==> src/rtl/pvu_pkg.sv <==
// Shared types, constants and helper functions of the probability vector unit.
`timescale 1ns / 1ps

package pvu_pkg;

    // Default parameter values.
    localparam int DEPTH_DEF     = 256;
    localparam int FRAC_BITS_DEF = 16;

    // Field widths.
    localparam int VAL_W     = 26;
    localparam int RATE_W    = 17;
    localparam int IDX_W     = 8;
    localparam int DIV_W     = 12;
    localparam int RND_W     = 16;
    localparam int OP_W      = 3;
    localparam int RATE_FRAC = 16;

    // Internal arithmetic widths.
    localparam int DIFF_W = VAL_W + 1;
    localparam int PROD_W = RATE_W + 1 + DIFF_W;
    localparam int SUM_W  = VAL_W + 4;

    // Stream and register port widths.
    localparam int S_DATA_W = 120;
    localparam int S_USER_W = OP_W;
    localparam int M_DATA_W = 32;
    localparam int M_USER_W = 1;
    localparam int APB_AW   = 4;
    localparam int APB_DW   = 32;

    // Bit positions of the fields in the input tdata.
    localparam int F_IDX_LO = 0;
    localparam int F_BIT    = F_IDX_LO + IDX_W;
    localparam int F_TGT_LO = F_BIT + 1;
    localparam int F_SUB_LO = F_TGT_LO + VAL_W;
    localparam int F_RND_LO = F_SUB_LO + VAL_W;
    localparam int F_WGT_LO = F_RND_LO + RND_W;
    localparam int F_DIV_LO = F_WGT_LO + VAL_W;

    // Reset values of the configuration registers.
    localparam logic [RATE_W-1:0] RATE_RST  = RATE_W'(6554);
    localparam logic [VAL_W-1:0]  LOWER_RST = '0;
    localparam logic [VAL_W-1:0]  UPPER_RST = VAL_W'(65536);

    typedef logic signed [VAL_W-1:0] val_t;

    // Ends of the entry range.
    localparam val_t VAL_HI = {1'b0, {(VAL_W-1){1'b1}}};
    localparam val_t VAL_LO = {1'b1, {(VAL_W-1){1'b0}}};
    localparam logic signed [SUM_W-1:0] SUM_HI = {{(SUM_W-VAL_W+1){1'b0}}, {(VAL_W-1){1'b1}}};
    localparam logic signed [SUM_W-1:0] SUM_LO = {{(SUM_W-VAL_W+1){1'b1}}, {(VAL_W-1){1'b0}}};

    // Rounding offset for the rate product (one half in Q0.16).
    localparam logic signed [PROD_W-1:0] PROD_HALF =
        {{(PROD_W-RATE_FRAC){1'b0}}, 1'b1, {(RATE_FRAC-1){1'b0}}};

    typedef enum logic [OP_W-1:0] {
        OP_SAMPLE,
        OP_ADD_ONE,
        OP_ADD_WEIGHT,
        OP_DIVIDE,
        OP_UPD_BIT,
        OP_UPD_VALUE,
        OP_UPD_DIFF,
        OP_CLAMP
    } opcode_t;

    typedef enum logic [1:0] {
        REG_RATE,
        REG_LOWER,
        REG_UPPER
    } reg_index_t;

    typedef enum logic [2:0] {
        ST_CLEAR,
        ST_IDLE,
        ST_EXEC,
        ST_DIV,
        ST_WB
    } state_t;

    typedef struct packed {
        logic [RATE_W-1:0] rate;
        val_t              lower;
        val_t              upper;
    } cfg_t;

    typedef struct packed {
        logic             start;
        logic             negative;
        logic [VAL_W-1:0] magnitude;
        logic [DIV_W-1:0] divisor;
    } div_req_t;

    typedef struct packed {
        logic done;
        val_t quotient;
    } div_rsp_t;

    typedef struct packed {
        val_t value;
        logic flag;
    } sat_t;

    // Sign-extends an entry value to the sum width.
    function automatic logic signed [SUM_W-1:0] sext_val(input val_t v);
        return $signed({{(SUM_W-VAL_W){v[VAL_W-1]}}, v});
    endfunction

    // Clips a wide sum to the entry range and flags when it had to.
    function automatic sat_t saturate(input logic signed [SUM_W-1:0] v);
        sat_t r;
        if (v > SUM_HI) begin
            r.value = VAL_HI;
            r.flag  = 1'b1;
        end else if (v < SUM_LO) begin
            r.value = VAL_LO;
            r.flag  = 1'b1;
        end else begin
            r.value = $signed(v[VAL_W-1:0]);
            r.flag  = 1'b0;
        end
        return r;
    endfunction

endpackage

==> src/rtl/pvu_regs.sv <==
// APB configuration registers: learning rate and clamp limits.
`timescale 1ns / 1ps

module pvu_regs (
    input  logic                         aclk,
    input  logic                         aresetn,
    input  logic                         psel,
    input  logic                         penable,
    input  logic                         pwrite,
    input  logic [pvu_pkg::APB_AW-1:0]   paddr,
    input  logic [pvu_pkg::APB_DW-1:0]   pwdata,
    output logic [pvu_pkg::APB_DW-1:0]   prdata,
    output logic                         pready,
    output pvu_pkg::cfg_t                cfg
);
    import pvu_pkg::*;

    cfg_t       cfg_reg, cfg_next;
    logic       wr_en;
    reg_index_t reg_sel;

    assign pready  = 1'b1;
    assign wr_en   = psel && penable && pwrite && pready;
    assign reg_sel = reg_index_t'(paddr[APB_AW-1:2]);

    // Write decode; addresses past the last register are ignored.
    always_comb begin
        cfg_next = cfg_reg;
        if (wr_en) begin
            unique case (reg_sel)
                REG_RATE:  cfg_next.rate  = pwdata[RATE_W-1:0];
                REG_LOWER: cfg_next.lower = $signed(pwdata[VAL_W-1:0]);
                REG_UPPER: cfg_next.upper = $signed(pwdata[VAL_W-1:0]);
                default:   cfg_next = cfg_reg;
            endcase
        end
    end

    always_ff @(posedge aclk) begin
        if (!aresetn) begin
            cfg_reg.rate  <= RATE_RST;
            cfg_reg.lower <= $signed(LOWER_RST);
            cfg_reg.upper <= $signed(UPPER_RST);
        end else begin
            cfg_reg <= cfg_next;
        end
    end

    // Read decode; the limits read back sign-extended.
    always_comb begin
        unique case (reg_sel)
            REG_RATE:  prdata = {{(APB_DW-RATE_W){1'b0}}, cfg_reg.rate};
            REG_LOWER: prdata = {{(APB_DW-VAL_W){cfg_reg.lower[VAL_W-1]}}, cfg_reg.lower};
            REG_UPPER: prdata = {{(APB_DW-VAL_W){cfg_reg.upper[VAL_W-1]}}, cfg_reg.upper};
            default:   prdata = '0;
        endcase
    end

    assign cfg = cfg_reg;

endmodule

==> config.mk <==
export PLATFORM = sky130hd
export DESIGN_NAME = pvu_regs
export DESIGN_NICKNAME = d
export VERILOG_FILES = /design/src/rtl/pvu_pkg.sv /design/src/rtl/pvu_regs.sv
export SDC_FILE = /design/constraint.sdc
export NUM_CORES = 1
export LEC_CHECK = 0
export BUFFER_PORTS_ARGS = -buffer_cell sky130_fd_sc_hd__buf_2
export CAP_MARGIN = 30
export CORE_ASPECT_RATIO = 0.8
export CORE_MARGIN = 5
export CORE_UTILIZATION = 45
export DETAILED_ROUTE_END_ITERATION = 8
export PLACE_DENSITY_LB_ADDON = 0.05
export REMOVE_ABC_BUFFERS = 1
export SYNTH_ARGS = -nofsm -noshare
export SYNTH_HDL_FRONTEND = slang
export SYNTH_SLANG_ARGS = --single-unit
==> constraint.sdc <==
create_clock -name aclk -period 1.6 [get_ports aclk]
set_input_delay 0.32 -clock aclk [delete_from_list [all_inputs] [get_ports aclk]]
set_output_delay 0.32 -clock aclk [all_outputs]
set_load 0.01 [all_outputs]
==> out/qor.yml <==
status: "completed"
antenna_cells: 0
slew_violations: 0
largest_reg_flops: 69
io_buffers: 133
synth_top_area_cell: "dfxtp_1"
die_area_um2: 8863
tritoncts: "built"
grt_pass1_wl_mm: 13.77
nets: 514
antenna_found_initial: 0
cts_hold_buf: 0
gp_congestion: 0.7420
cts_sinks: 69
clockRootBuffer: "clkbuf_8"
clk-insertion-delay-late_ns: 0.33
r2r_cells: 2
synth_cell_types: 20
initial_utilization_pct: 46.17
arrival_ns: 1.23
drt_iter0_drc: 82
drt_pass1_iterations: 4
fp.dieW_um: 104.0
worstSetupStartpointType: "input port"
dpl_cell_area_um2: 3890
postLayoutCoreUtil_pct: 60.19
synth_top_area_share_pct: 43.41
path_clk_slew_ns: 0.07
hold_viol: 0
hold_class: "in -> reg"
rows: 27
cts_made_buffers: 9
worst_r2r_endpoint: "cfg[29]"
fin_crit_ns: 1.551
setup_viol_count_final: 0
hold-worst-slack_ns: 0.2558
power_mw: 3.661
synth_seq_cells: 69
grt_max_degree: 100
drive_above_1_share_pct: 36.19
critPathMaxFanout: 7
finalSetupTns_ns: 0
area_delta_synth_final_pct: 30.36
dpl.hpwl_mm: 6.062
hold_path_end: "cfg[49]"
holdCritStartpoint: "pwdata[23]"
htreeDepth: 3
critPathLaunch: "paddr[3]"
synth_edf_count: 0
synth_seq_area_share_pct: 43.41
coreArea_um2: 6892
grt_setup_unrepaired: "true"
fin_area_um2: 4148
ir_drop_mv: 0.4180
stdcell_count: 565
fp.dieH_um: 85.21
boundaryPins: 143
cp_data_required_time_ns: 1.28
pre_cts_ws_ns: -0.02057
yosys_warnings: 0
leakage_nw: 1.941
dr_total_vias: 2757
fin_ws_ns: 0.04886
powerDensity_nw_per_um2: 882.6
dp.cells: 548
cap_violations: 0
grt.total_usage_pct: 18.85
finClkSkew_ns: 0
grt_overflow_total: 0
fmax_mhz: 644.7
end_kind: "primary output"
ys_top_cells_by_area: "dfxtp_1 (43%), mux2i_1 (26%), nand2_1 (12%)"
hold_path_depth: 3
clock_path_buffers: 2
setup.worst_path.class: "in -> out"
vias_per_cell: 4.880
r2r_slack_ns: 0.94
drc: 0
syn_inst: 344
grt_pass1_vias: 2703
drt-wirelength-per-cell_um: 15.05
antenna_left: 0
worstReg2RegStart: "cfg[29]"
timing.final.crit_share_pct: 96.95
syn_area_um2: 3182
synthArstFlopShare_pct: 0
wl_mm: 8.504
ys.flop_type: "dfxtp_1"
syn_avg_cell_area_um2: 9.249
-- critical path: stages --
cell and delay [ns]:
buf_2 0.13, and2b_2 0.24, buf_6 0.14, a22o_4 0.26
buf_2 0.14
-- how the worst max path moves through the flow --
stage / to / slack, ns / cells after the start
floorplan: cfg[0] / -0.63 / 3
global route: prdata[1] / -0.02 / 6
finish: prdata[29] / 0.05 / 5
CTS: prdata[29] / 0.01 / 5
detailed placement: prdata[29] / -0.02 / 5
global placement: prdata[25] / 0.006 / 5
-- power by group --
part | switching, mW | total (mW) | internal (mW)
Combinational | 0.187 | 0.330 | 0.142
Sequential | 0.0178 | 1.76 | 1.74
Clock | 0.614 | 1.57 | 0.958
Total | 0.819 | 3.66 | 2.84
-- layer usage --
metal	vias to the layer above	track usage [%]	share of wire, %
li1	1396	-	-
met1	1271	24.02	46
met2	85	31.25	47
met3	5	6.768	6.1
met4	0	3.294	0.61
met5	-	0	0
-- what timing repair did --
| action | 4_1_cts | 5_1_grt |
|---|---|---|
| pin swaps | 0 | 1 |
| resized for setup | 3 | 5 |
| buffers inserted | 0 | 0 |
| gates cloned | 0 | 1 |
| setup endpoints to repair | 7 | 14 |
-- cell usage in the layout, fill, tap and decap left out, types with 2 or more instances in the layout --
master / n
nand2_1: 104
buf_12: 4
buf_6: 3
nand3_1: 4
dfxtp_1: 69
buf_2: 132
o21ai_0: 16
inv_1: 4
nor2b_1: 8
buf_4: 14
a22o_1: 8
clkbuf_8: 11
mux2i_1: 82
clkinv_2: 2
and2b_2: 2
o211ai_1: 4
bufinv_16: 2
-- area by class of cell --
| cell class | instances | area, um2 |
|---|---|---|
| timing repair buffer | 153 | 879.6 |
| tap | 87 | 108.9 |
| fill | 659 | 2744 |
| multi-input combinational | 236 | 1538 |
| sequential | 69 | 1381 |
| inverter | 4 | 15.01 |
| clock buffer | 12 | 155.1 |
| clock inverter | 4 | 70.07 |
-- cells in the mapped netlist (all sizes together) (2+ instances only) --
library cell	n
inv	4
a22o	9
o21ai	17
nand3	4
nand2	104
dfxtp	69
o211ai	4
and2b	2
clkbuf	14
buf	21
nor2b	8
mux2i	82
and2	3
-- logic make-up after synthesis --
logic type	count (synthesis)	synth area share, %
buffers and inverters	39	8.651
AND/OR/NAND/NOR	123	15.93
flip-flops	69	43.41
multiplexers	82	25.80
AO/OA/AOI/OAI	30	6.095
other	1	0.1179
(Power assumes the default switching activity.)
