==> config.mk <==
export PLATFORM = sky130hd
export DESIGN_NAME = pvu_div
export DESIGN_NICKNAME = d
export VERILOG_FILES = /design/src/rtl/pvu_pkg.sv /design/src/rtl/pvu_div.sv
export SDC_FILE = /design/constraint.sdc
export NUM_CORES = 1
export LEC_CHECK = 0
export BUFFER_PORTS_ARGS = -buffer_cell sky130_fd_sc_hd__clkbuf_2
export CAP_MARGIN = 20
export CORE_ASPECT_RATIO = 0.75
export CORE_MARGIN = 2
export CORE_UTILIZATION = 50
export DETAILED_ROUTE_END_ITERATION = 16
export GPL_TIMING_DRIVEN = 0
export PLACE_DENSITY = 0.82
export SLEW_MARGIN = 20
export SYNTH_ARGS = -nofsm -noshare
export SYNTH_HDL_FRONTEND = slang
export SYNTH_SLANG_ARGS = --single-unit
==> constraint.sdc <==
create_clock -name aclk -period 3.08 [get_ports aclk]
set_clock_uncertainty 0.2 [all_clocks]
set_input_delay 0.154 -clock aclk [delete_from_list [all_inputs] [get_ports aclk]]
set_output_delay 0.154 -clock aclk [all_outputs]
set_load 0.02 [all_outputs]
==> src/rtl/pvu_pkg.sv <==
// Shared types, constants and helper functions of the probability vector unit.
`timescale 1ns / 1ps

package pvu_pkg;

    // Default parameter values.
    localparam int DEPTH_DEF     = 256;
    localparam int FRAC_BITS_DEF = 16;

    // Field widths.
    localparam int VAL_W     = 26;
    localparam int RATE_W    = 17;
    localparam int IDX_W     = 8;
    localparam int DIV_W     = 12;
    localparam int RND_W     = 16;
    localparam int OP_W      = 3;
    localparam int RATE_FRAC = 16;

    // Internal arithmetic widths.
    localparam int DIFF_W = VAL_W + 1;
    localparam int PROD_W = RATE_W + 1 + DIFF_W;
    localparam int SUM_W  = VAL_W + 4;

    // Stream and register port widths.
    localparam int S_DATA_W = 120;
    localparam int S_USER_W = OP_W;
    localparam int M_DATA_W = 32;
    localparam int M_USER_W = 1;
    localparam int APB_AW   = 4;
    localparam int APB_DW   = 32;

    // Bit positions of the fields in the input tdata.
    localparam int F_IDX_LO = 0;
    localparam int F_BIT    = F_IDX_LO + IDX_W;
    localparam int F_TGT_LO = F_BIT + 1;
    localparam int F_SUB_LO = F_TGT_LO + VAL_W;
    localparam int F_RND_LO = F_SUB_LO + VAL_W;
    localparam int F_WGT_LO = F_RND_LO + RND_W;
    localparam int F_DIV_LO = F_WGT_LO + VAL_W;

    // Reset values of the configuration registers.
    localparam logic [RATE_W-1:0] RATE_RST  = RATE_W'(6554);
    localparam logic [VAL_W-1:0]  LOWER_RST = '0;
    localparam logic [VAL_W-1:0]  UPPER_RST = VAL_W'(65536);

    typedef logic signed [VAL_W-1:0] val_t;

    // Ends of the entry range.
    localparam val_t VAL_HI = {1'b0, {(VAL_W-1){1'b1}}};
    localparam val_t VAL_LO = {1'b1, {(VAL_W-1){1'b0}}};
    localparam logic signed [SUM_W-1:0] SUM_HI = {{(SUM_W-VAL_W+1){1'b0}}, {(VAL_W-1){1'b1}}};
    localparam logic signed [SUM_W-1:0] SUM_LO = {{(SUM_W-VAL_W+1){1'b1}}, {(VAL_W-1){1'b0}}};

    // Rounding offset for the rate product (one half in Q0.16).
    localparam logic signed [PROD_W-1:0] PROD_HALF =
        {{(PROD_W-RATE_FRAC){1'b0}}, 1'b1, {(RATE_FRAC-1){1'b0}}};

    typedef enum logic [OP_W-1:0] {
        OP_SAMPLE,
        OP_ADD_ONE,
        OP_ADD_WEIGHT,
        OP_DIVIDE,
        OP_UPD_BIT,
        OP_UPD_VALUE,
        OP_UPD_DIFF,
        OP_CLAMP
    } opcode_t;

    typedef enum logic [1:0] {
        REG_RATE,
        REG_LOWER,
        REG_UPPER
    } reg_index_t;

    typedef enum logic [2:0] {
        ST_CLEAR,
        ST_IDLE,
        ST_EXEC,
        ST_DIV,
        ST_WB
    } state_t;

    typedef struct packed {
        logic [RATE_W-1:0] rate;
        val_t              lower;
        val_t              upper;
    } cfg_t;

    typedef struct packed {
        logic             start;
        logic             negative;
        logic [VAL_W-1:0] magnitude;
        logic [DIV_W-1:0] divisor;
    } div_req_t;

    typedef struct packed {
        logic done;
        val_t quotient;
    } div_rsp_t;

    typedef struct packed {
        val_t value;
        logic flag;
    } sat_t;

    // Sign-extends an entry value to the sum width.
    function automatic logic signed [SUM_W-1:0] sext_val(input val_t v);
        return $signed({{(SUM_W-VAL_W){v[VAL_W-1]}}, v});
    endfunction

    // Clips a wide sum to the entry range and flags when it had to.
    function automatic sat_t saturate(input logic signed [SUM_W-1:0] v);
        sat_t r;
        if (v > SUM_HI) begin
            r.value = VAL_HI;
            r.flag  = 1'b1;
        end else if (v < SUM_LO) begin
            r.value = VAL_LO;
            r.flag  = 1'b1;
        end else begin
            r.value = $signed(v[VAL_W-1:0]);
            r.flag  = 1'b0;
        end
        return r;
    endfunction

endpackage

==> src/rtl/pvu_div.sv <==
// Restoring divider that takes one quotient bit per cycle for the divide opcode.
`timescale 1ns / 1ps

module pvu_div (
    input  logic               aclk,
    input  logic               aresetn,
    input  pvu_pkg::div_req_t  req,
    output pvu_pkg::div_rsp_t  rsp
);
    import pvu_pkg::*;

    localparam int CNT_W = $clog2(VAL_W);

    logic             busy_reg, busy_next;
    logic             done_reg, done_next;
    logic [CNT_W-1:0] cnt_reg, cnt_next;
    logic [DIV_W-1:0] rem_reg, rem_next;
    logic [VAL_W-1:0] quo_reg, quo_next;
    logic             neg_reg, neg_next;
    logic [DIV_W-1:0] dsr_reg, dsr_next;
    logic [DIV_W:0]   rem_shift;
    logic             fits;

    // One shift-and-subtract step per cycle; the dividend shifts out as
    // the quotient shifts in.
    always_comb begin
        busy_next = busy_reg;
        done_next = 1'b0;
        cnt_next  = cnt_reg;
        rem_next  = rem_reg;
        quo_next  = quo_reg;
        neg_next  = neg_reg;
        dsr_next  = dsr_reg;
        rem_shift = {rem_reg, quo_reg[VAL_W-1]};
        fits      = rem_shift >= {1'b0, dsr_reg};
        if (req.start) begin
            busy_next = 1'b1;
            cnt_next  = '0;
            rem_next  = '0;
            quo_next  = req.magnitude;
            neg_next  = req.negative;
            dsr_next  = req.divisor;
        end else if (busy_reg) begin
            rem_next = fits ? DIV_W'(rem_shift - {1'b0, dsr_reg}) : rem_shift[DIV_W-1:0];
            quo_next = {quo_reg[VAL_W-2:0], fits};
            cnt_next = cnt_reg + 1'b1;
            if (cnt_reg == CNT_W'(VAL_W - 1)) begin
                busy_next = 1'b0;
                done_next = 1'b1;
            end
        end
    end

    // Control state.
    always_ff @(posedge aclk) begin
        if (!aresetn) begin
            busy_reg <= 1'b0;
            done_reg <= 1'b0;
        end else begin
            busy_reg <= busy_next;
            done_reg <= done_next;
        end
    end

    // Datapath state.
    always_ff @(posedge aclk) begin
        cnt_reg <= cnt_next;
        rem_reg <= rem_next;
        quo_reg <= quo_next;
        neg_reg <= neg_next;
        dsr_reg <= dsr_next;
    end

    // Restore the sign; the quotient truncates toward zero.
    assign rsp.done     = done_reg;
    assign rsp.quotient = neg_reg ? -$signed(quo_reg) : $signed(quo_reg);

endmodule

==> results.py <==
metrics = {
    "power": {
        "power_mw": 2.20,
        "p_leak_nw": 1.88,
        "ir_drop_mv": 0.276,
        "powerDensity_mw_per_mm2": 483,
    },
    "drt": {
        "ant_nets": 0,
        "wire_per_inst_um": 15.3,
        "via_per_inst": 5.58,
        "routed_wl_um": 8470,
        "drt_first_iter_violations": 243,
        "drc": 0,
        "vias": 3079,
        "dr.pass1.iters": 6,
    },
    "floorplan": {
        "pin_count": 69,
        "dieWidth_um": 100,
        "fp.coreArea_mm2": 0.00677,
        "start_util_pct": 51.1,
        "dieArea_mm2": 0.00760,
        "die_height_um": 76.0,
        "rows": 26,
    },
    "sta": {
        "rsz0062_at_grt": "true",
        "hold_violations": 0,
        "fmax_ghz": 0.323,
        "max_slew_margin_pct": 55.3,
        "post-route-period-util_pct": 101,
        "tightest_slew_ps": 670,
        "period_needed_ps": 3100,
        "setup_violations": 1,
        "setup_slack_ps": -18.4,
        "maxSlewViolCount": 0,
    },
    "clock_network": {
        "clk_pin_slew_ps": 60,
        "htree_levels": 3,
        "numCtsBuffers": 9,
        "clockBufferDepth": 2,
        "cts_tree": "built",
        "clock_latency_ps": 350,
        "cts-root-buf": "clkbuf_8",
        "cts_sinks": 58,
    },
    "place": {
        "port_buffers": 68,
        "dpl_cell_area_mm2": 0.00390,
        "hpwl_um": 5540,
        "gpl.final_weighted_congestion": 0.898,
    },
    "logic_synthesis": {
        "seq_area_frac_synth_pct": 44.9,
        "synth_top_area_share_pct": 33.9,
        "synth_ff_type": "edfxtp_1",
        "synth_edf_count": 39,
        "postSynthCellCount": 336,
        "syn_nets": 394,
        "yosysTopAreaCell": "edfxtp_1",
        "ys_ff_latch": 58,
        "synth_area_leaders": "edfxtp_1 34%, dfxtp_1 11%, mux2_2 8.1%",
        "synthArstFlopShare_pct": 0,
        "yosys_warnings": 0,
        "synth_area_mm2": 0.00345,
        "synth.avg_cell_area_um2": 10.3,
        "ys_types": 49,
    },
    "critical_path": {
        "worstPathArrival_ps": 2740,
        "slowest_stage": "or4_4",
        "cp_max_fo": 5,
        "rr_startpoint": "quo_reg[25]$_DFFE_PP_",
        "worstPathRequired_ps": 2730,
        "max_stage_delay_ps": 540,
        "critPathLaunchType": "flip-flop",
        "cp_cell_sequence": "or4_4, or3_4, nor3_4, nand4_2, o41ai_4, xnor2_1, buf_4",
        "crit_start": "quo_reg[5]$_DFFE_PP_",
        "crit_type": "flip-flop to output port",
        "critPathCaptureType": "output port",
    },
    "final_layout": {
        "antennaDiodeCount": 0,
        "final-seq-area_mm2": 0.00155,
        "syn2layout_area_growth_pct": 31.8,
        "fillers": 498,
        "largest_reg_flops": 26,
        "final_nets": 521,
        "drive_gt1_share_pct": 27.4,
        "multi_input_area_mm2": 0.00180,
        "design_area_mm2": 0.00455,
    },
    "worst_hold_path": {
        "hold_class": "input port to flip-flop",
        "hold_path.startpoint": "req[39]",
    },
    "status": {
        "status": "finished, violations left",
        "failed_checks": "negative setup slack",
    },
    "grt": {
        "grt_max_degree": 28,
        "grt_pass1_wl_um": 13800,
        "grt_pass1_vias": 2905,
        "antenna_found_initial": 0,
        "grt_remaining_overflow": 0,
        "grtUsageTotal_pct": 23.1,
    },
    "run": {
        "cap_violations": 0,
    },
}
## final timing paths
path              cells past startpoint  slack (ps)                       end
hold / removal                        1         100      dsr_reg[1]$_DFFE_PP_
setup / recovery                      7         -20                   rsp[24]
setup reg to reg                      9         240  rem_reg[10]$_SDFFE_PP0P_
hold reg to reg                       2         310   rem_reg[5]$_SDFFE_PP0P_
## cells in the final DEF (no fill, tap or decap), drive strengths merged, types with 9 or more instances in the layout
master / synthesis / layout
dlygate4sd3: 0 / 40
o21ai: 23 / 23
clkbuf: 12 / 87
mux2: 25 / 25
inv: 18 / 18
dfxtp: 19 / 19
edfxtp: 39 / 39
buf: 3 / 15
nand2: 31 / 31
xnor2: 28 / 28
a21oi: 9 / 9
nor2: 27 / 27
ha: 15 / 15
## area by class of cell
type                            count  share of cell area [%]
Sequential cell                    58                    34.1
Clock buffer                       11                    2.88
Buffer                             15                    1.40
Tap cell                           84                    2.31
Timing Repair Buffer              116                    17.7
Clock inverter                      5                   0.495
Multi-Input combinational cell    245                    39.6
Inverter                           18                    1.48
## report_power, final
part | switching, mW | total (mW) | internal, mW | leakage (nW)
logic | 0.353 | 0.636 | 0.283 | 1.25
clock network | 0.300 | 0.582 | 0.282 | 0.0819
registers | 0.0674 | 0.981 | 0.913 | 0.545
## cells by family after synthesis
family / count (synthesis) / share of synthesized area, %
AOI/OAI and AO/OA: 71 / 14.1
xor gates and xnor gates: 34 / 8.62
adders and majority gates: 16 / 6.01
buffers and inverters: 33 / 3.80
DFF: 58 / 44.9
muxes: 26 / 8.44
and+or+nand+nor: 98 / 14.2
## worst max-delay path: cells and delay by family (launching register included)
family / cells / cell delay [ps]
AND/OR/NAND/NOR: 4 / 1350
buffers and inverters: 1 / 180
XOR/XNOR: 1 / 190
AO/OA/AOI/OAI: 1 / 290
flip-flops: 1 / 380
## cells in the mapped netlist (7+ instances only)
master / number
nor2_1: 27
edfxtp_1: 39
mux2_2: 25
xnor2_1: 28
a21oi_1: 8
nand2_1: 31
inv_1: 18
or3_1: 7
a311oi_1: 7
clkbuf_1: 12
o21ai_0: 22
dfxtp_1: 19
ha_1: 15
## metrics by stage
step                      setup slack, ps  util [%]  TNS [ps]  hold WS [ps]  cells
after detailed placement              291      57.6         0           133    488
after global placement                348      57.6         0           131    488
final                               -18.4      67.3     -18.4          97.4    552
after CTS                           -4.37      66.6     -4.37           108    550
after floorplan                       546         -         0          52.9    336
after global routing                 -147      67.3      -508           107    552
## routing by layer
metal	part of all wire [%]	up-vias	GRT usage [%]	wire length [µm]
li1	-	1476	-	-
met1	43	1451	29.8	3660
met2	48	132	37.1	4050
met3	6.2	20	6.15	528
met4	2.7	0	9.04	229
met5	0	-	0	0
## what timing repair did
action | 4_1_cts | 5_1_grt
endpoints found under the hold margin | 41 | 0
hold buffers | 40 | 0
gates resized for setup | 2 | 10
buffers inserted | 6 | 2
endpoints found under the setup margin | 6 | 12
pin swaps | 4 | 2
Note: power is estimated with default switching activity, not from simulation.
